===== src/design/b32d_pkg.sv =====
// ----------------------------------------------------------------------------
// b32d_pkg: shared types and constants of the base32 block decoder
// Job record handed from the character front end to the result back end,
// result codes and queue sizing.
// ----------------------------------------------------------------------------
package b32d_pkg;

    localparam int GROUP_W     = 40;
    localparam int QUEUE_DEPTH = 4;
    localparam int QPTR_W      = (QUEUE_DEPTH > 1) ? $clog2(QUEUE_DEPTH) : 1;
    localparam int QCNT_W      = $clog2(QUEUE_DEPTH + 1);

    localparam logic KIND_DATA   = 1'b0;
    localparam logic KIND_STATUS = 1'b1;

    localparam logic [1:0] STATUS_OK       = 2'd0;
    localparam logic [1:0] STATUS_BAD_CHAR = 2'd1;
    localparam logic [1:0] STATUS_BAD_LEN  = 2'd2;

    // One job covers every result caused by a single input item.
    typedef struct packed {
        logic [GROUP_W-1:0] bits;       // bytes to send, first in the top byte
        logic [2:0]         nbytes;     // 0..5 data bytes
        logic               has_status; // status item follows the bytes
        logic [1:0]         status;
    } job_t;

    typedef struct packed {
        logic full;
        logic empty;
    } q_stat_t;

endpackage


===== src/design/b32d_front.sv =====
// ----------------------------------------------------------------------------
// b32d_front: character front end
// Maps each character to its 5-bit value, packs groups and builds one job
// per item that causes output.
// ----------------------------------------------------------------------------
module b32d_front (
    input  logic                 aclk,
    input  logic                 aresetn,
    input  logic                 accept_i,
    input  logic [7:0]           char_code_i,
    input  logic                 last_char_i,
    output logic                 push_o,
    output b32d_pkg::job_t       job_o
);

    logic [b32d_pkg::GROUP_W-1:0] group_reg, group_next;
    logic [2:0]                   cnt_reg, cnt_next;
    logic                         bad_reg, bad_next;

    logic [5:0]                   sym;
    logic                         bad_upd;
    logic [b32d_pkg::GROUP_W-1:0] grp_shift;
    logic [2:0]                   cnt_inc;
    logic                         full_grp;
    b32d_pkg::job_t               job;

    // bit 5 flags a character outside the alphabet
    function automatic logic [5:0] map_char(input logic [7:0] c);
        logic [7:0] d;
        begin
            d = 8'h00;
            if (c >= 8'h61 && c <= 8'h7a) begin
                d = c - 8'h61;
                map_char = {1'b0, d[4:0]};
            end else if (c >= 8'h32 && c <= 8'h37) begin
                d = c - 8'h32 + 8'h1a;
                map_char = {1'b0, d[4:0]};
            end else begin
                map_char = 6'b100000;
            end
        end
    endfunction

    always_comb begin
        sym       = map_char(char_code_i);
        bad_upd   = bad_reg | sym[5];
        grp_shift = {group_reg[b32d_pkg::GROUP_W-6:0], sym[4:0]};
        cnt_inc   = cnt_reg + 3'd1;
        full_grp  = (cnt_inc == 3'd0);

        job = '0;
        if (full_grp && !bad_upd) begin
            job.bits   = grp_shift;
            job.nbytes = 3'd5;
        end
        if (last_char_i) begin
            job.has_status = 1'b1;
            unique case (cnt_inc) inside
                3'd1, 3'd3, 3'd6: job.status = b32d_pkg::STATUS_BAD_LEN;
                default: begin
                    if (bad_upd) begin
                        job.status = b32d_pkg::STATUS_BAD_CHAR;
                    end else begin
                        job.status = b32d_pkg::STATUS_OK;
                        // partial group: pad with zeros up to 40 bits
                        unique case (cnt_inc)
                            3'd2: begin
                                job.bits   = grp_shift << 30;
                                job.nbytes = 3'd1;
                            end
                            3'd4: begin
                                job.bits   = grp_shift << 20;
                                job.nbytes = 3'd2;
                            end
                            3'd5: begin
                                job.bits   = grp_shift << 15;
                                job.nbytes = 3'd3;
                            end
                            3'd7: begin
                                job.bits   = grp_shift << 5;
                                job.nbytes = 3'd4;
                            end
                            default: ;
                        endcase
                    end
                end
            endcase
        end

        group_next = group_reg;
        cnt_next   = cnt_reg;
        bad_next   = bad_reg;
        if (accept_i) begin
            if (last_char_i) begin
                group_next = '0;
                cnt_next   = 3'd0;
                bad_next   = 1'b0;
            end else begin
                group_next = full_grp ? '0 : grp_shift;
                cnt_next   = cnt_inc;
                bad_next   = bad_upd;
            end
        end
    end

    assign push_o = accept_i && (job.nbytes != 3'd0 || job.has_status);
    assign job_o  = job;

    always_ff @(posedge aclk) begin
        if (!aresetn) begin
            group_reg <= '0;
            cnt_reg   <= 3'd0;
            bad_reg   <= 1'b0;
        end else begin
            group_reg <= group_next;
            cnt_reg   <= cnt_next;
            bad_reg   <= bad_next;
        end
    end

endmodule


===== src/design/b32d_queue.sv =====
// ----------------------------------------------------------------------------
// b32d_queue: job queue
// Short first-in first-out store between the front end and the back end.
// ----------------------------------------------------------------------------
module b32d_queue (
    input  logic                 aclk,
    input  logic                 aresetn,
    input  logic                 push_i,
    input  b32d_pkg::job_t       job_i,
    input  logic                 pop_i,
    output b32d_pkg::job_t       job_o,
    output b32d_pkg::q_stat_t    stat_o
);

    b32d_pkg::job_t             mem_reg [b32d_pkg::QUEUE_DEPTH];
    logic [b32d_pkg::QPTR_W-1:0] wr_ptr_reg, wr_ptr_next;
    logic [b32d_pkg::QPTR_W-1:0] rd_ptr_reg, rd_ptr_next;
    logic [b32d_pkg::QCNT_W-1:0] count_reg, count_next;

    function automatic logic [b32d_pkg::QPTR_W-1:0] ptr_inc(
        input logic [b32d_pkg::QPTR_W-1:0] p);
        begin
            if (p == b32d_pkg::QPTR_W'(b32d_pkg::QUEUE_DEPTH - 1))
                ptr_inc = '0;
            else
                ptr_inc = p + b32d_pkg::QPTR_W'(1);
        end
    endfunction

    always_comb begin
        wr_ptr_next = push_i ? ptr_inc(wr_ptr_reg) : wr_ptr_reg;
        rd_ptr_next = pop_i  ? ptr_inc(rd_ptr_reg) : rd_ptr_reg;
        count_next  = count_reg;
        if (push_i && !pop_i)
            count_next = count_reg + b32d_pkg::QCNT_W'(1);
        else if (pop_i && !push_i)
            count_next = count_reg - b32d_pkg::QCNT_W'(1);
    end

    assign job_o        = mem_reg[rd_ptr_reg];
    assign stat_o.full  = (count_reg == b32d_pkg::QCNT_W'(b32d_pkg::QUEUE_DEPTH));
    assign stat_o.empty = (count_reg == '0);

    always_ff @(posedge aclk) begin
        if (push_i)
            mem_reg[wr_ptr_reg] <= job_i;
    end

    always_ff @(posedge aclk) begin
        if (!aresetn) begin
            wr_ptr_reg <= '0;
            rd_ptr_reg <= '0;
            count_reg  <= '0;
        end else begin
            wr_ptr_reg <= wr_ptr_next;
            rd_ptr_reg <= rd_ptr_next;
            count_reg  <= count_next;
        end
    end

    a_no_overflow: assert property (@(posedge aclk) disable iff (!aresetn)
        push_i |-> !stat_o.full || pop_i)
        else $error("queue written while full");

    a_no_underflow: assert property (@(posedge aclk) disable iff (!aresetn)
        pop_i |-> !stat_o.empty)
        else $error("queue read while empty");

    a_count_range: assert property (@(posedge aclk) disable iff (!aresetn)
        count_reg <= b32d_pkg::QCNT_W'(b32d_pkg::QUEUE_DEPTH))
        else $error("queue count out of range");

endmodule


===== src/design/b32d_back.sv =====
// ----------------------------------------------------------------------------
// b32d_back: result back end
// Takes jobs from the queue and sends their data bytes and status item
// one per cycle while m_ready is high.
// ----------------------------------------------------------------------------
module b32d_back (
    input  logic                 aclk,
    input  logic                 aresetn,
    input  b32d_pkg::job_t       job_i,
    input  b32d_pkg::q_stat_t    q_stat_i,
    output logic                 pop_o,
    output logic                 m_valid,
    input  logic                 m_ready,
    output logic                 m_kind,
    output logic [7:0]           m_data_byte,
    output logic [1:0]           m_status,
    output logic                 m_last_of_run
);

    logic                          busy_reg, busy_next;
    logic [b32d_pkg::GROUP_W-1:0]  bits_reg, bits_next;
    logic [2:0]                    left_reg, left_next;
    logic                          has_status_reg, has_status_next;
    logic [1:0]                    status_reg, status_next;

    logic is_data;
    logic is_final;
    logic load;

    always_comb begin
        is_data  = (left_reg != 3'd0);
        is_final = !is_data || (left_reg == 3'd1 && !has_status_reg);
        load     = !q_stat_i.empty && (!busy_reg || (m_ready && is_final));

        busy_next       = busy_reg;
        bits_next       = bits_reg;
        left_next       = left_reg;
        has_status_next = has_status_reg;
        status_next     = status_reg;
        if (load) begin
            busy_next       = 1'b1;
            bits_next       = job_i.bits;
            left_next       = job_i.nbytes;
            has_status_next = job_i.has_status;
            status_next     = job_i.status;
        end else if (busy_reg && m_ready) begin
            if (is_final) begin
                busy_next = 1'b0;
            end else begin
                bits_next = bits_reg << 8;
                left_next = left_reg - 3'd1;
            end
        end
    end

    assign pop_o         = load;
    assign m_valid       = busy_reg;
    assign m_kind        = is_data ? b32d_pkg::KIND_DATA : b32d_pkg::KIND_STATUS;
    assign m_data_byte   = is_data ? bits_reg[b32d_pkg::GROUP_W-1 -: 8] : 8'h00;
    assign m_status      = is_data ? b32d_pkg::STATUS_OK : status_reg;
    assign m_last_of_run = is_final;

    always_ff @(posedge aclk) begin
        bits_reg       <= bits_next;
        left_reg       <= left_next;
        has_status_reg <= has_status_next;
        status_reg     <= status_next;
    end

    always_ff @(posedge aclk) begin
        if (!aresetn)
            busy_reg <= 1'b0;
        else
            busy_reg <= busy_next;
    end

    a_status_is_final: assert property (@(posedge aclk) disable iff (!aresetn)
        m_valid && m_kind == b32d_pkg::KIND_STATUS |-> m_last_of_run && m_data_byte == 8'h00)
        else $error("status item not closing its run");

    a_data_status_zero: assert property (@(posedge aclk) disable iff (!aresetn)
        m_valid && m_kind == b32d_pkg::KIND_DATA |-> m_status == b32d_pkg::STATUS_OK)
        else $error("data item with non-zero status");

    a_left_range: assert property (@(posedge aclk) disable iff (!aresetn)
        busy_reg |-> left_reg <= 3'd5)
        else $error("byte count out of range");

    a_load_when_free: assert property (@(posedge aclk) disable iff (!aresetn)
        pop_o && busy_reg |-> m_ready && m_last_of_run)
        else $error("job loaded over an unfinished one");

endmodule


===== src/design/base32_block_decoder_top.sv =====
// ----------------------------------------------------------------------------
// base32_block_decoder_top: streaming base32 decoder
// Lowercase unpadded alphabet, five bytes per eight characters.
// ----------------------------------------------------------------------------
// Use:
//   Input channel (s_*): one character per item, s_last_char on the final
//   character of a message. Output channel (m_*): data bytes (m_kind 0),
//   then one status item (m_kind 1) per message; m_last_of_run marks the
//   final result caused by one input item.
//   Path: an accepted item's job is written into the job queue, loaded
//   into the back end's registers at the head and presented from there.
//   Throughput: one character per cycle and one result per cycle while
//   the queue has room and m_ready is high. The front end takes a character
//   every cycle while the job queue (QUEUE_DEPTH jobs) has room; the back end
//   sends one item per cycle while m_ready is high, five for a full group.
//   When m_ready is low the back end holds its current item, the queue
//   fills and s_ready drops once it is full.
//   Reset (aresetn low, synchronous) empties the queue, drops m_valid and
//   starts a new message.
// ----------------------------------------------------------------------------
module base32_block_decoder_top (
    input  logic        aclk,
    input  logic        aresetn,
    input  logic        s_valid,
    output logic        s_ready,
    input  logic [7:0]  s_char_code,
    input  logic        s_last_char,
    output logic        m_valid,
    input  logic        m_ready,
    output logic        m_kind,
    output logic [7:0]  m_data_byte,
    output logic [1:0]  m_status,
    output logic        m_last_of_run
);

    b32d_pkg::job_t    push_job;
    b32d_pkg::job_t    head_job;
    b32d_pkg::q_stat_t q_stat;
    logic              push;
    logic              pop;
    logic              accept;

    assign s_ready = !q_stat.full;
    assign accept  = s_valid && s_ready;

    b32d_front u_front (
        .aclk        (aclk),
        .aresetn     (aresetn),
        .accept_i    (accept),
        .char_code_i (s_char_code),
        .last_char_i (s_last_char),
        .push_o      (push),
        .job_o       (push_job)
    );

    b32d_queue u_queue (
        .aclk    (aclk),
        .aresetn (aresetn),
        .push_i  (push),
        .job_i   (push_job),
        .pop_i   (pop),
        .job_o   (head_job),
        .stat_o  (q_stat)
    );

    b32d_back u_back (
        .aclk          (aclk),
        .aresetn       (aresetn),
        .job_i         (head_job),
        .q_stat_i      (q_stat),
        .pop_o         (pop),
        .m_valid       (m_valid),
        .m_ready       (m_ready),
        .m_kind        (m_kind),
        .m_data_byte   (m_data_byte),
        .m_status      (m_status),
        .m_last_of_run (m_last_of_run)
    );

endmodule

===== config.mk =====
export PLATFORM = sky130hd
export DESIGN_NAME = base32_block_decoder_top
export DESIGN_NICKNAME = d
export VERILOG_FILES = /design/src/design/b32d_pkg.sv /design/src/design/b32d_front.sv /design/src/design/b32d_queue.sv /design/src/design/b32d_back.sv /design/src/design/base32_block_decoder_top.sv
export SDC_FILE = /design/constraint.sdc
export NUM_CORES = 1
export LEC_CHECK = 0
export BUFFER_PORTS_ARGS = -buffer_cell sky130_fd_sc_hd__clkbuf_2
export CAP_MARGIN = 15
export CORE_UTILIZATION = 56
export CTS_CLUSTER_SIZE = 12
export DETAILED_ROUTE_END_ITERATION = 10
export MAX_ROUTING_LAYER = met4
export PLACE_DENSITY = 0.8
export SLEW_MARGIN = 20
export SYNTH_ARGS = -nofsm -noshare
export SYNTH_HDL_FRONTEND = slang
export SYNTH_SLANG_ARGS = --single-unit

===== constraint.sdc =====
create_clock -name aclk -period 3.4 [get_ports aclk]
set_clock_uncertainty 0.05 [all_clocks]
set_input_delay 0.68 -clock aclk [delete_from_list [all_inputs] [get_ports aclk]]
set_output_delay 0.68 -clock aclk [all_outputs]
set_load 0.01 [all_outputs]

* After elaboration in Yosys (flattened, before gate mapping) *
Memory sizes are Yosys's and may differ from the RTL's. A register that Yosys moved wholly into a read port is not among the register bits.
Index checks and enable logic that the tools add are counted.

word-level totals
  register bits after elaboration = 93
  RAM bits = 184
  output and inout bits = 14
  logic and storage cells = 103
  memories = 1

memory list
  name             depth  width  rd ports  clocked after memory_dff  write ports  line              source
  u_queue.mem_reg  4      46     1         1                         1            b32d_queue.sv:15  b32d_pkg::job_t mem_reg [b32d_pkg::QUEUE_DEPTH];

operators by class
  add/sub/neg operators = 9
  $lt $le $gt $ge = 4
  equal/unequal tests = 12
  multiplexer cells = 33
  bitwise logic cells = 1
  reductions and logical operators = 32

operators by type and width
  cell                 number
  $pmux 43 s4          1
  $mux 43              3
  $mux 40              3
  $mux 35              2
  $mux 46              1
  $mux 3               6
  $eq 3x3->1 const B   5
  $mux 2               6
  $mux 6               2
  $logic_and 1x1->1    11
  $ge 8x6->1 const B   1
  $ge 8x7->1 const B   1
  $le 8x6->1 const B   1
  $le 8x7->1 const B   1
  $logic_not 1->1      8
  $mux 1               8
  $mux 8               1
  $add 3x1->3 const B  2
  $eq 3x1->1 const B   2
  $eq 3x2->1 const B   2
  $logic_not 3->1      2
  $reduce_bool 2->1    3
  $reduce_bool 3->1    2
  $sub 3x1->3 const B  2
  10 further kinds     15

* Longest topological paths before layout *
  depth after elaboration = 19
  mapped depth = 14

* By module *
A second synthesis with hierarchy kept.

second synthesis, totals
  cells, all modules = 846
  area total of the unflattened synthesis = 12378.1 sq um

modules (own cells, without submodules)
  module                    instances  cells an instance  area an instance (sq um)  sequential area each (sq um)
  b32d_queue                1          284                7158.1                    5705.5
  b32d_front                1          345                2855.2                    780.7
  b32d_back                 1          215                2354.8                    1401.3
  base32_block_decoder_top  1          2                  10.0                      0.0

* Worst setup path after synthesis *
OpenSTA, ideal clock, no wires.

  kind = register to register
  from = register u_back.left_reg[0]
  to = register u_back.bits_reg[0] (netlist bit) (enable)
  library setup time = 458 ps
  data arrival time = 3101 ps
  data required time = 2892 ps
  slack = -209 ps
  stages on the path, launching flop included = 6
  clock period less this slack = 3609 ps
  path through = edfxtp_1 ha_1 nor2b_1 o21ai_0 a21oi_1 a21oi_1

on the way
  cells in the longest elaborated chain, start to end = 8
  elaborated cells between the ends (all ways) = 11
  those cells by class = eq/ne (2); reduce/logical (9)

RTL lines
  item                                                              line                              source
  start: declaration                                                b32d_back.sv:22                   logic [2:0] left_reg, left_next;
  start signal: assignment                                          b32d_back.sv:65                   left_reg <= left_next;
  $eq 3x1->1 / $reduce_bool 3->1 (equally long branches)            b32d_back.sv:32, b32d_back.sv:31
  $logic_and 1x1->1 / $logic_not 1->1 (equally long branches)       b32d_back.sv:32                   is_final = !is_data || (left_reg == 3'd1 && !has_status_reg);
  $logic_or 1x1->1 (*)                                              b32d_back.sv:32
  $logic_and 1x1->1                                                 b32d_back.sv:33                   load = !q_stat_i.empty && (!busy_reg || (m_ready && is_final));
  $logic_or 1x1->1                                                  b32d_back.sv:33
  $logic_and 1x1->1                                                 b32d_back.sv:33
  $ne 2x1->1 (no line) / $reduce_bool 2->1 (equally long branches)  n/a
  $reduce_and 2->1 (no line) (*)                                    n/a
  end signal: assignment                                            b32d_back.sv:64                   bits_reg <= bits_next;
  end: declaration                                                  b32d_back.sv:21                   logic [b32d_pkg::GROUP_W-1:0] bits_reg, bits_next;

Mark *: on every way between the ends. The rest lies on a longest branch, timed or not.
A chain may end at the register's enable or synchronous reset.

==> results.ini <==
[run_status]
status=completed

[die]
die_area_um2=22200
fp-row-count=53
die_h_um=149
die_x_um=149
ioPinCount=27
core_region_area_um2=21100
start_util=0.575

[yosys]
synth_simple_gate_area_frac=0.0786
synthFlopType=edfxtp_1
synth_edf_count=230
yosys.area.top_type=edfxtp_1
yosysMostFrequentCell=edfxtp_1
syn_avg_cell_area_um2=15.5
async_flop_share=0
synth-seq-cells=279
synth_compound_area_frac=0.0998
synth_common_cells=230 x edfxtp_1, 56 x a22oi_1, 52 x nor2b_1
synth.area.top_cells=edfxtp_1 57%, mux4_2 8.5%, dfxtp_1 8.1%, a22oi_1 3.5%, mux2_2 3.1%
synthAdderAreaFrac=0.0202
synth_top_family_by_area=multiplexers
seq_area_frac_synth=0.651
synth_xor_area_frac=0.00496
syn_inst=781
synth_top_cell_area_share=0.570
synth_mux_area_frac=0.120
syn_nets=813
synth_warnings=0
synth.cell_area_um2=12100
ys_types=66

[layout]
fill_cells=1464
final_layout_size_suffix_gt1_frac=0.238
largest_reg_flops=184
final_util=0.644
syn_to_final_growth_pct=12.1
nets=857
diodes=0

[critical_path]
cp_cell_sequence=ha_1 > xor2_1 > and2_1 > buf_4 > a22oi_1 > a21o_1 > a21oi_1
timing.rr.end=u_queue.mem_reg[0][32]
critPathKind=reg2reg
cp-endpoint=u_queue.mem_reg[0][32]
r2r_setup_slack_ns=0.43
cp_max_fo=9
critPathLaunch=u_front.cnt_reg[1]
cp-start-kind=flop
slowest_delay_ns=0.50
worstRegToRegCells=7
critPathCaptureType=flop
cp_slowest_cell=a21oi_1
arrival_ns=3.16
worstPathRequired_ns=3.59
r2r_start=u_front.cnt_reg[1]

[route]
drtAntennaViolNets=0
detail_route.first_pass.iterations=7
viasPerCell=6.31
vias=7082
drc=0
first_iter_violations=673
wire_per_inst_um=23.8
wirelength_um=26700

[sta]
slew_viol_final=0
layout_min_cycle_time_ns=2.97
worst_pin_slew_ns=0.932
setup_viol=0
max_freq_ghz=0.336
timing.slew.headroom=0.379
fin_crit_sh=0.874
rsz0062_at_grt=false
hold_violations=0
tns_ns=0

[job]
cap_violations=0

[pwr]
p_leak_nw=4.47
p_total_mw=9.89
p_per_area_nw_per_um2=728
vdd_drop_max_mv=0.489

[global_routing]
grt_usage=0.257
grt_antenna_before_repair=0
overflow=0
grt_pass1_vias=7219
grt_max_degree=55
grt_pass1_wl_um=41700

[place]
hpwl_um=17200
gp_congestion=0.929
io_buffers=26

[cts]
postCtsSetupRepairBufs=0
path_clk_slew_ns=0.06
hold_buffers=0
clkLatencyLatePin_ns=0.54
cts_max_path_buffers=3
htree_levels=1
numCtsBuffers=29
cts_root_buf=clkbuf_16
ctsResizeCount=0
cts_tree=done
clkSinkCount=279

[min_path]
holdCritPathClass=reg2reg

[critical path, delay by kind of cell, from the launching register on]
kind            cells  cell delay, ns
simple gates        1            0.44
flops               1            0.42
xor+xnor            1            0.42
fa+ha+maj           1            0.32
compound gates      3            0.77
buf+inv             1            0.25
[worst min-delay path by stage]
| stage | from | end | slack (ns) | depth (start not counted) |
|---|---|---|---|---|
| 3_5_place_dp | u_front.group_reg[30] | u_front.group_reg[30] | 0.47 | 2 |
| 4_1_cts | u_queue.count_reg[2] | u_queue.count_reg[2] | 0.49 | 2 |
| 2_1_floorplan | u_queue.count_reg[2] | u_queue.count_reg[2] | 0.42 | 2 |
| 3_3_place_gp | u_queue.count_reg[2] | u_queue.count_reg[2] | 0.44 | 2 |
| 6_report | u_queue.count_reg[2] | u_queue.count_reg[2] | 0.49 | 2 |
| 5_1_grt | u_back.bits_reg[26] | u_back.bits_reg[34] | 0.51 | 1 |
[through the flow]
step                      instance area [um^2]  hold slack (ns)  std cells  worst slack (ns)
after detailed placement                 12700            0.475       1069           -0.0487
after floorplan                          12100            0.418        781             0.268
final                                    13600            0.488       1123             0.427
after global placement                   12700            0.437       1069            0.0971
after global routing                     13600            0.515       1123             0.287
after CTS                                13600            0.492       1123             0.491
[area by class of cell]
type	instances	area, um^2	area share
Clock buffer	46	820	0.0603
Inverter	17	63.8	0.00470
Clock inverter	8	67.6	0.00497
Multi-Input combinational cell	437	3950	0.290
Sequential cell	279	7890	0.581
Timing Repair Buffer	61	455	0.0335
Tap cell	275	344	0.0253
[power by group]
group	internal, mW	leakage, nW	total [mW]	switching [mW]
combinational	1.11	1.50	2.28	1.17
clock	1.72	0.435	2.94	1.22
sequential	4.37	2.54	4.67	0.305
[routing by layer]
| metal | global-route usage | part of all wire | vias to the layer above | wire (um) |
|---|---|---|---|---|
| li1 | - | - | 3157 | - |
| met1 | 0.339 | 0.42 | 3578 | 11100 |
| met2 | 0.422 | 0.50 | 294 | 13300 |
| met3 | 0.0312 | 0.059 | 53 | 1560 |
| met4 | 0.0760 | 0.027 | 0 | 717 |
| met5 | - | 0 | - | 0 |
[logic make-up after synthesis]
family	count (synthesis)
xor gates and xnor gates	6
DFF	279
adders and majority gates	19
muxes	84
buffers and inverters	65
AOI/OAI and AO/OA	159
and+or+nand+nor	169
[cell usage in the layout (no fill, tap or decap), types with 3 or more instances in the layout]
master	instances
a211oi_1	4
a21boi_0	4
a21o_1	8
a21oi_1	15
a22o_1	18
a22oi_1	56
a31oi_1	3
a32o_1	5
and2_1	18
buf_12	5
buf_4	30
clkbuf_1	14
clkbuf_16	29
clkbuf_2	26
clkbuf_8	3
clkinv_2	5
dfxtp_1	47
edfxtp_1	230
ha_1	18
inv_1	16
mux2_2	33
mux2i_1	5
mux4_2	46
nand2_1	40
nand2b_1	5
nand3_1	5
nand4_1	8
nor2_1	14
nor2b_1	52
nor3_1	7
o2111ai_1	3
o211a_2	4
o211ai_1	5
o21ai_0	15
or3_1	3
xor2_1	3
No activity file was read; power rests on OpenSTA's default activity.
